File: config.mk
export PLATFORM = sky130hd
export DESIGN_NAME = lagr_ctrl
export DESIGN_NICKNAME = d
export VERILOG_FILES = /design/src/design/assert_macros.svh /design/src/design/lagr_pkg.sv /design/src/design/lagr_ctrl.sv
export SDC_FILE = /design/constraint.sdc
export NUM_CORES = 1
export LEC_CHECK = 0
export ABC_CLOCK_PERIOD_IN_PS = 1200
export BUFFER_PORTS_ARGS = -buffer_cell sky130_fd_sc_hd__buf_2
export CAP_MARGIN = 20
export CORE_AREA = 5 5 42 44
export CTS_CLUSTER_DIAMETER = 100
export DETAILED_ROUTE_END_ITERATION = 10
export DIE_AREA = 0 0 47 49
export SYNTH_ARGS = -nofsm -noshare
export SYNTH_HDL_FRONTEND = slang
export SYNTH_SLANG_ARGS = --single-unit
File: constraint.sdc
create_clock -name clk_i -period 1.2 [get_ports clk_i]
set_input_delay 0.24 -clock clk_i [delete_from_list [all_inputs] [get_ports clk_i]]
set_output_delay 0.24 -clock clk_i [all_outputs]
set_load 0.02 [all_outputs]
File: src/design/assert_macros.svh
// Assertion macros shared by the design files.
// No dependencies; define NO_ASSERTIONS to compile the checks out.
`ifndef ASSERT_MACROS_SVH
`define ASSERT_MACROS_SVH
`ifndef NO_ASSERTIONS
// Same-cycle implication under an active-low reset
`define ASSERT_IMPLIES(label, clk, rst_n, ante, cons) \
  label: assert property (@(posedge clk) disable iff (!rst_n) (ante) |-> (cons)) \
    else $error("assertion failed");
// Next-cycle implication under an active-low reset
`define ASSERT_NEXT(label, clk, rst_n, ante, cons) \
  label: assert property (@(posedge clk) disable iff (!rst_n) (ante) |=> (cons)) \
    else $error("assertion failed");
`else
`define ASSERT_IMPLIES(label, clk, rst_n, ante, cons)
`define ASSERT_NEXT(label, clk, rst_n, ante, cons)
`endif
`endif

File: src/design/lagr_pkg.sv
// Shared types, constants and modular helpers for the interpolation unit.
// No dependencies.
package lagr_pkg;

  localparam int unsigned MaxNodesDefault = 1024;
  localparam logic [29:0] Prime = 30'd998244353;
  // floor(2^60 / P), fits in 31 bits
  localparam logic [30:0] BarrettMu = 31'((64'd1 << 60) / 64'(Prime));

  // Configuration register indexes
  localparam logic CfgNodeBase = 1'b0;
  localparam logic CfgDegree   = 1'b1;

  // Request kinds
  localparam logic ReqLoad = 1'b0;
  localparam logic ReqEval = 1'b1;

  // Multiply operation codes (OpYPre to OpPre are also the step order within one node)
  localparam logic [2:0] OpYPre   = 3'd0;
  localparam logic [2:0] OpTSuf   = 3'd1;
  localparam logic [2:0] OpTInvK  = 3'd2;
  localparam logic [2:0] OpTInvDk = 3'd3;
  localparam logic [2:0] OpPre    = 3'd4;
  localparam logic [2:0] OpSuf    = 3'd5;

  typedef struct packed {
    logic        req_type;
    logic [29:0] sample_value;
    logic [29:0] eval_point;
  } req_t;

  typedef struct packed {
    logic [29:0] interp_value;
    logic        samples_short;
  } result_t;

  typedef struct packed {
    logic       load;
    logic       eval_init;
    logic       mul_go;
    logic [2:0] op;
    logic       finish;
  } lagr_cmd_t;

  typedef struct packed {
    logic k_zero;
    logic k_is_d;
    logic mul_done;
  } lagr_status_t;

  // Reduce a 30-bit value into 0..P-1
  function automatic logic [29:0] red30(input logic [29:0] v);
    logic [29:0] r;
    r = (v >= Prime) ? (v - Prime) : v;
    return r;
  endfunction

  // Elaboration-time modular helpers for the constant table
  function automatic longint unsigned mulm_c(input longint unsigned a,
                                             input longint unsigned b);
    longint unsigned r;
    r = (a * b) % Prime;
    return r;
  endfunction

  function automatic longint unsigned powm_c(input longint unsigned b0,
                                             input longint unsigned e0);
    longint unsigned r;
    longint unsigned b;
    longint unsigned e;
    r = 1;
    b = b0;
    e = e0;
    while (e != 0) begin
      if (e[0]) r = mulm_c(r, b);
      b = mulm_c(b, b);
      e = e >> 1;
    end
    return r;
  endfunction

endpackage

File: src/design/lagr_ctrl.sv
// Sequencer for loads and evaluations: suffix pass, then per-node multiplies.
// Depends on lagr_pkg.
module lagr_ctrl
  import lagr_pkg::*;
(
  input  logic         clk_i,
  input  logic         rst_ni,
  input  logic         start,
  input  logic         req_type_i,
  input  lagr_status_t status_i,
  output lagr_cmd_t    cmd_o,
  output logic         busy
);

  localparam logic [2:0] StIdle    = 3'd0;
  localparam logic [2:0] StSufGo   = 3'd1;
  localparam logic [2:0] StSufWait = 3'd2;
  localparam logic [2:0] StRead    = 3'd3;
  localparam logic [2:0] StMulGo   = 3'd4;
  localparam logic [2:0] StMulWait = 3'd5;
  localparam logic [2:0] StFinish  = 3'd6;

  logic [2:0] state_q, state_d;
  logic [2:0] step_q, step_d;

  // Next state and commands
  always_comb begin
    state_d = state_q;
    step_d  = step_q;
    cmd_o   = '0;
    cmd_o.op = (state_q == StSufGo || state_q == StSufWait) ? OpSuf : step_q;
    case (state_q)
      StIdle: begin
        if (start) begin
          if (req_type_i == ReqEval) begin
            cmd_o.eval_init = 1'b1;
            state_d = StSufGo;
          end else begin
            cmd_o.load = 1'b1;
          end
        end
      end
      StSufGo: begin
        cmd_o.mul_go = 1'b1;
        state_d = StSufWait;
      end
      StSufWait: begin
        if (status_i.mul_done) begin
          if (status_i.k_zero) begin
            step_d  = OpYPre;
            state_d = StRead;
          end else begin
            state_d = StSufGo;
          end
        end
      end
      StRead: begin
        state_d = StMulGo;
      end
      StMulGo: begin
        cmd_o.mul_go = 1'b1;
        state_d = StMulWait;
      end
      StMulWait: begin
        if (status_i.mul_done) begin
          if (step_q == OpPre) begin
            step_d  = OpYPre;
            state_d = status_i.k_is_d ? StFinish : StRead;
          end else begin
            step_d  = step_q + 3'd1;
            state_d = StMulGo;
          end
        end
      end
      StFinish: begin
        cmd_o.finish = 1'b1;
        state_d = StIdle;
      end
      default: begin
        state_d = StIdle;
      end
    endcase
  end

  // Hold state
  always_ff @(posedge clk_i or negedge rst_ni) begin
    if (!rst_ni) begin
      state_q <= StIdle;
      step_q  <= OpYPre;
    end else begin
      state_q <= state_d;
      step_q  <= step_d;
    end
  end

  assign busy = (state_q != StIdle);

endmodule

**Yosys cells after proc, flatten, opt, wreduce, memory -nomap -nowiden**

Index checks and enable logic that the tools add are counted.

- Add/sub/neg operators: 1
- Equality and inequality tests: 12
- Mux-type cells: 20
- Reductions and logical operators: 7

Operators with widths:

| cell | number |
|---|---|
| 2-to-1 mux 3 bit | 11 |
| one-hot mux 3 bit (6 select lines) | 1 |
| equality test 3 bit (second input constant) | 4 |
| inequality test 2 bit (second input constant) | 5 |
| AND reduction 4 bit | 2 |
| equality test 3 x 2 -> 1 bit (second input constant) | 2 |
| 2-to-1 mux 2 bit | 3 |
| one-hot mux 3 bit (2 select lines) | 1 |
| 2-to-1 mux 1 bit | 4 |
| adder 3 x 1 -> 3 bit (second input constant) | 1 |
| equality test 3 x 1 -> 1 bit (second input constant) | 1 |
| logical NOT 3 bit | 1 |
| nonzero test 3 bit | 1 |
| nonzero test 2 bit | 1 |
| OR reduction 2 bit | 1 |
| logical OR 1 bit | 1 |

- Register bits: 6
- Output and inout bits: 8
- Word-level logic and storage cells: 42

**Logic depth before layout (Yosys ltp)**

Gate-level depths: netlist of run 1.

- Depth in word-level cells: 4
- Gate-level depth with buffers: 5

**Worst setup path after synthesis of run 1**

OpenSTA, ideal clock, no wires.

- Kind: register to output
- Start: reg state_q[1]
- End: out cmd_o[1] (netlist bit)
- Data arrival time: 1.142 ns
- Setup slack: -0.182 ns
- Stages on the path, launching flop included: 4
- Cells stage by stage: dfrtp_1 > buf_2 > xnor2_1 > o21ai_0

RTL lines:

| item | line | source |
|---|---|---|
| from (decl) | lagr_ctrl.sv:23 | `logic [2:0] state_q, state_d;` |
| from (signal assigned) | lagr_ctrl.sv:88 | `state_q <= StIdle;` |
| from (signal assigned) | lagr_ctrl.sv:91 | `state_q <= state_d;` |
| to (decl) | lagr_ctrl.sv:11 | `output lagr_cmd_t cmd_o,` |

==> results by group, run 1 <==
Floorplan
  • Site row count: 14
  • Initial Util: 0.333
  • Core area: 1400 µm²
  • Top Ports: 15
  • Die height: 49 µm
  • Die area: 2300 µm²
  • Die width: 47 µm

Global routing
  • Gr usage total: 0.137
  • Total congestion overflow: 0
  • Initial antenna violation count: 0
  • Largest net degree at the start of global routing: 9
  • First-pass GRT wire length: 2210 µm
  • Vias in the first global route: 516

Setup path
  • FF-to-FF End: step_q[2]
  • Flop2flop setup slack: -0.12 ns
  • Critical Path Most Common Cell: buf_6
  • Slowest Stage Delay on Critical Path: 0.38 ns
  • Worst Path Max Fanout: 5
  • R2r worst-path depth: 4
  • Bufs and invs on worst path: 2
  • Critical Path Start Type: flop
  • CP Capture Type: output port
  • Reg2reg start: state_q[0]
  • CP Data Arrival Time: 1.28 ns
  • Top Family by Delay on Critical Path: simple AND/OR/NAND/NOR gates
  • Critical path required time: 0.96 ns
  • Critical path type: flop to output port
  • Worst-path cell chain: buf_6 > nor3_4 > and3_4 > buf_6
  • CP max stage cell: dfrtp_1

Yosys
  • Syn Inst Count: 54
  • Post-Syn Area per Cell: 8.64 µm²
  • Area contributors post-synth: dfrtp_1, ha_1, buf_6, nand3_1, o21ai_0
  • Count of cell types in the netlist: 31
  • Mapped Area: 467 µm²
  • Yosys top cell by area: dfrtp_1
  • Synth warnings: 0
  • Syn_nets: 63
  • Register bit count reported by yosys: 6
  • Synth top area share: 0.322
  • Seq/Total Area, Yosys: 0.322

Pwr
  • Worst VDD drop: 0.00192 V
  • Sw Pwr: 981 µW
  • Leakage power: 0.000368 µW
  • Switching part of the total: 0.422
  • Clock Power Share: 0.080
  • Power Density: 2770 nW/µm²
  • Reg power frac: 0.179
  • Internal: 1340 µW
  • Logic pwr share: 0.741

STA
  • Highest Clock Rate: 657 MHz
  • Final min period: 1.52 ns
  • Max Clock Skew: 0.00431 ns
  • Slew @ Worst Pin: 0.257 ns
  • Finish-stage setup viols: 14
  • Hold Vio Cnt, Final: 0
  • Max-slew violation count: 0
  • Max-slew headroom: 0.828
  • Tcrit/Tclk final: 1.27
  • Hold slack: 0.309 ns
  • Unrepaired setup endpoints after global routing: true
  • Fin worst setup slack: -0.322 ns

Placement
  • Placed Cells: 91
  • DP Area: 638 µm²
  • Routability cong.: 0.774
  • Hpwl dp: 953 µm
  • Buffers added on ports: 14

Drt
  • Antenna-violating nets left: 0
  • WL/cell: 12.8 µm
  • DRT Pass-1 Iters: 4
  • Vias/cell: 5.07
  • Via count: 507
  • Initial DRC count: 5
  • Total routed wirelength: 1280 µm
  • DRC viols: 0

Min path
  • Hold Path End: step_q[1]
  • Worst Hold Launch: status_i[0]
  • HP Class: input pin to flop
  • Hold path cells: 3

Cells and area
  • Finished Cell Area: 838 µm²
  • Nets: 95
  • # fillers: 127
  • Final std cells w/o fill: 100
  • ANT cells: 0
  • Layout cells sized above 1: 0.667
  • Area grow syn2layout: 79.6%

Clocking
  • CTS Root Cell: clkbuf_4
  • CTS Buffer Depth: 2
  • CTS tree: yes
  • Reg clk slew, reported paths: 0.05 ns
  • TritonCTS Sinks: 6
  • Clk Latency, worst-skew pair: 0.25 ns
  • H-Tree Depth: 1
  • CTS buffer count: 3

Status
  • Failing checks: setup timing
  • Outcome: finished with violations

Run
  • Total of max-cap violations: 0
## tightest hold or removal path, stage by stage
cell	delay, ns
buf_2	0.14
nand3_1	0.07
o21ai_1	0.05
## what timing repair did
item,4_1_cts,5_1_grt
hold endpoints to repair,6,0
setup endpoints to repair,13,14
hold buffers,1,0
pin swaps,10,3
gates resized for setup,31,8
buffers inserted,1,5
## flip-flops by register name, summed over array words and instances, names as in the netlist
signal   flops
state_q      3
step_q       3
## stage by stage
stage	util	TNS, ns	power [µW]	setup WS, ns
3_3_place_gp	0.455	-0.604	1600	-0.107
2_1_floorplan	-	-0.191	1200	-0.0429
5_1_grt	0.598	-3.44	2510	-0.401
3_5_place_dp	0.455	-0.745	1610	-0.139
6_report	0.598	-2.57	2320	-0.322
4_1_cts	0.560	-2.41	2170	-0.324
## layout make-up
| type | count | area (µm²) | area share |
|---|---|---|---|
| Multi-Input combinational cell | 39 | 355 | 0.424 |
| Timing Repair Buffer | 31 | 265 | 0.316 |
| Sequential cell | 6 | 153 | 0.182 |
| Clock buffer | 3 | 22.5 | 0.0269 |
| Inverter | 5 | 22.5 | 0.0269 |
| Tap cell | 16 | 20.0 | 0.0239 |
## layout by cell type, fill, tap and decap left out, types with 2 or more instances in the layout
master and n:
buf_4 12, buf_6 12, buf_2 6, o21ai_1 5, nand3_1 4, dfrtp_1 4, inv_2 3, clkbuf_4 3
xnor2_2 2, nor2_1 2, nor2_4 2, dfrtp_2 2
## how the worst max path moves through the flow
stage | slack (ns) | start | end | cells past startpoint
CTS | -0.32 | state_q[1] | cmd_o[5] | 4
detailed placement | -0.14 | state_q[0] | step_q[2] | 3
global placement | -0.11 | state_q[0] | cmd_o[6] | 4
global route | -0.40 | state_q[1] | cmd_o[5] | 4
floorplan | -0.04 | state_q[1] | cmd_o[1] | 3
finish | -0.32 | state_q[1] | cmd_o[5] | 4
## synthesized netlist by cell type (all sizes together)
master,n
nand4,1
nand3b,1
or4b,1
inv,5
and3b,1
buf,3
xnor2,2
o2bb2ai,1
a21oi,1
o31ai,1
ha,2
nor2,5
a221oi,1
nand2,2
or2b,1
nand3,4
a211oi,1
a21o,1
o21a,1
o21ai,5
nand2b,1
clkbuf,1
dfrtp,6
nor2b,1
o211ai,1
nor3b,1
and3,1
and4bb,1
nor3,1
## layer usage
metal  share of wire  track usage  up-vias
met5               0            0        -
met4           0.031       0.0968        0
met3           0.034       0.0258        4
met2            0.51        0.199       17
met1            0.42        0.173      234
li1                -            -      252
## power by group through the flow
stage	Sequential, µW	Clock [µW]	Combinational (µW)
after CTS	415	195	1560
after global routing	431	209	1870
after floorplan	339	0	859
final	416	187	1720
after global placement	385	0	1210
after detailed placement	390	0	1220
## cell families (layout without fill, tap and decap cells)
family / after synthesis / count (layout) / share of synthesized area
adder cells (fa/ha/maj): 2 / 2 / 0.0536
AO/OA/AOI/OAI: 13 / 13 / 0.193
XOR/XNOR: 2 / 2 / 0.0375
flip-flops: 6 / 6 / 0.322
AND/OR/NAND/NOR: 22 / 22 / 0.287
buffers and inverters: 9 / 39 / 0.107
(Power assumes the default switching activity.)
==> inputs of run 2 (changes only) <==
Settings changed: ABC_AREA set to 1, SETUP_SLACK_MARGIN set to 0.1.
==> results by group, run 2 <==
Yosys
  • Count of cell types in the netlist: 13 (-58%)
  • Register bit count reported by yosys: 6 (unchanged)
  • Post-Syn Area per Cell: 6.13 µm² (-29%)
  • Async SR Flop Fraction: 1.00 (unchanged)
  • Mapped Area: 490 µm² (+5.1%)
  • EDFF count, synth: 0 (unchanged)
  • Yosys top cell by area: dfrtp_1
  • Most common cell in the synthesized netlist: nand2_1
  • Synth cell count leaders: nand2_1, inv_1, nand3_1
  • Synth top area share: 0.306 (-0.0156)
  • Ys flop type: dfrtp_1
  • Synth warnings: 0 (unchanged)
  • Area contributors post-synth: dfrtp_1, nand2_1, inv_1, nand3_1, ha_1
  • Seq/Total Area, Yosys: 0.306 (-0.0156)
  • Syn Inst Count: 80 (+48%)
  • Syn_nets: 89 (+41%)

Floorplan
  • Site row count: 14 (unchanged)
  • Die area: 2300 µm² (unchanged)
  • Initial Util: 0.350 (+0.0170)
  • Die height: 49 µm (unchanged)
  • Die width: 47 µm (unchanged)
  • Core area: 1400 µm² (unchanged)
  • Top Ports: 15 (unchanged)

Drt
  • Via count: 561 (+11%)
  • Vias/cell: 4.45 (-12%)
  • Antenna-violating nets left: 0 (unchanged)
  • DRC viols: 0 (unchanged)
  • Total routed wirelength: 1270 µm (-0.70%)
  • Initial DRC count: 4 (-1)
  • WL/cell: 10.1 µm (-21%)
  • DRT Pass-1 Iters: 4 (unchanged)

Setup path
  • Critical Path Most Common Cell: nand2_4
  • CP max stage cell: dfrtp_2
  • Reg2reg start: state_q[2]
  • Critical path type: flop to output port
  • Top Family by Delay on Critical Path: flip-flops
  • FF-to-FF End: step_q[2]
  • Bufs and invs on worst path: 3 (+1)
  • CP Capture Type: output port
  • Critical Path Start Type: flop
  • Worst-path cell chain: inv_2 > nand3_2 > nand2_4 > inv_4 > nand2_4 > buf_6
  • CP Data Arrival Time: 1.23 ns (-0.05 ns)
  • Slowest Stage Delay on Critical Path: 0.44 ns (+0.06 ns)
  • Critical path required time: 0.96 ns (about the same)
  • R2r worst-path depth: 7 (+3)
  • Worst Path Max Fanout: 3 (-2)
  • Flop2flop setup slack: -0.02 ns (+0.10 ns)

Cells and area
  • Area of the multi-input gates: 363 µm² (+2.1%)
  • Area grow syn2layout: 70.2%
  • Layout cells sized above 1: 0.518 (-0.148)
  • ANT cells: 0 (unchanged)
  • # fillers: 137 (+7.9%)
  • Largest registers: state_q x3, step_q x3
  • Final std cells w/o fill: 126 (+26%)
  • Nets: 120 (+26%)
  • Most frequent cells in the layout: nand2_1, buf_4, buf_6
  • Post-layout util: 0.596 (-0.00268)
  • Most common cell after layout, fill and taps aside: nand2_1
  • Register area: 154 µm² (+0.82%)

STA
  • Slew @ Worst Pin: 0.210 ns (-0.0470 ns)
  • Max Clock Skew: 0.00637 ns (+0.00206 ns)
  • Final min period: 1.47 ns (-0.0481 ns)
  • Max-slew headroom: 0.860 (+0.0324)
  • Highest Clock Rate: 679 MHz (+3.3%)
  • Unrepaired setup endpoints after global routing: true
  • Finish-stage setup viols: 13 (-1)
  • Max-slew violation count: 0 (unchanged)
  • Hold Vio Cnt, Final: 0 (unchanged)
  • Tcrit/Tclk final: 1.23 (-0.0401)
  • Fin worst setup slack: -0.274 ns (+0.0481 ns)

Clocking
  • TritonCTS Sinks: 6 (unchanged)
  • Clk Latency, worst-skew pair: 0.25 ns (about the same)
  • H-Tree Depth: 1 (unchanged)
  • CTS Root Cell: clkbuf_4
  • CTS tree: yes
  • CTS buffer count: 3 (unchanged)
  • CTS Buffer Depth: 2 (unchanged)
  • Reg clk slew, reported paths: 0.05 ns (about the same)

Global routing
  • Met1 usage: 0.146 (-0.0273)
  • Total congestion overflow: 0 (unchanged)
  • Vias in the first global route: 545 (+5.6%)
  • Gr usage total: 0.126 (-0.0107)
  • Busiest grt layer: met2
  • Initial antenna violation count: 0 (unchanged)
  • Largest net degree at the start of global routing: 7 (-2)
  • Met3 Resource Use GR: 0.0221 (-0.00369)
  • GR Util met2: 0.208 (+0.00905)
  • First-pass GRT wire length: 2150 µm (-2.8%)

Placement
  • Routability cong.: 0.733 (-5.3%)
  • Placed Cells: 120 (+32%)
  • Buffers added on ports: 14 (unchanged)
  • Hpwl dp: 989 µm (+3.8%)

Pwr
  • Worst VDD drop: 0.00140 V (-27%)
  • Leakage power: 0.000446 µW (+21%)
  • Power Density: 2820 nW/µm² (+1.8%)

Min path
  • Worst Hold Launch: status_i[0]
  • Hold Path End: step_q[2]
  • HP Class: input pin to flop
  • Hold path cells: 3 (unchanged)

Status
  • Outcome: finished with violations
  • Failing checks: setup timing

Run
  • Total of max-cap violations: 0 (unchanged)
## run 2: cell count changes after synthesis, moves of 2 or more
cell	before	now
nand2_2	0	3
xnor2_1	2	0
inv_1	5	13
nand2_1	2	34
nand3_1	4	8
buf_6	2	0
o21ai_0	4	0
nand4_1	1	3
## run 2: through the flow
| step | setup TNS, ns | hold slack [ns] | power [µW] | worst slack (ns) | cell area (µm²) |
|---|---|---|---|---|---|
| 2_1_floorplan | 0 | -0.0556 | 1280 | 0.0192 | 536 |
| 3_3_place_gp | -0.274 | 0.0669 | 1770 | -0.0850 | 701 |
| 3_5_place_dp | -0.230 | 0.0660 | 1780 | -0.0667 | 701 |
| 4_1_cts | -2.05 | 0.293 | 2270 | -0.284 | 803 |
| 5_1_grt | -3.02 | 0.323 | 2550 | -0.352 | 835 |
| 6_report | -2.00 | 0.302 | 2350 | -0.274 | 835 |
## run 2: kinds of logic after synthesis
logic type | after synthesis | synth area share
simple gates | 56 | 0.505
buf+inv | 15 | 0.115
flops | 6 | 0.306
fa+ha+maj | 2 | 0.0510
compound gates | 1 | 0.0230
## run 2: repair_timing
action,4_1_cts,5_1_grt
resized for setup,21,9
pin swaps,5,1
hold buffers,1,0
hold endpoints to repair,6,0
endpoints found under the setup margin,14,14
buffers inserted,1,0
## run 2: worst max-delay path by stage
stage | startpoint | end | slack [ns] | depth (start not counted)
final | state_q[2] | cmd_o[3] | -0.27 | 6
after global routing | state_q[1] | cmd_o[6] | -0.35 | 4
after CTS | state_q[1] | cmd_o[3] | -0.28 | 8
after detailed placement | state_q[0] | cmd_o[1] | -0.07 | 6
after global placement | state_q[0] | cmd_o[1] | -0.09 | 6
after floorplan | state_q[2] | cmd_o[5] | 0.02 | 3
## run 2: tightest hold or removal path, delay by kind of cell
family	cells	cell delay, ns
simple gates	2	0.13
buf+inv	1	0.13
## run 2: per-layer routing
| metal | wire length (µm) | vias to the layer above |
|---|---|---|
| met4 | 15 | 0 |
| met5 | 0 | - |
| li1 | - | 306 |
| met1 | 511 | 248 |
| met3 | 25 | 2 |
| met2 | 717 | 5 |
## run 2: power breakdown
| group | switching, µW | internal [µW] |
|---|---|---|
| logic | 918 | 818 |
| clock network | 74.5 | 126 |
| registers | 127 | 290 |
## run 2: area by class of cell
cell class	instances	area share
Inverter	15	0.0705
Timing Repair Buffer	26	0.255
Clock buffer	4	0.0315
Multi-Input combinational cell	59	0.435
Sequential cell	6	0.184
Tap cell	16	0.0240
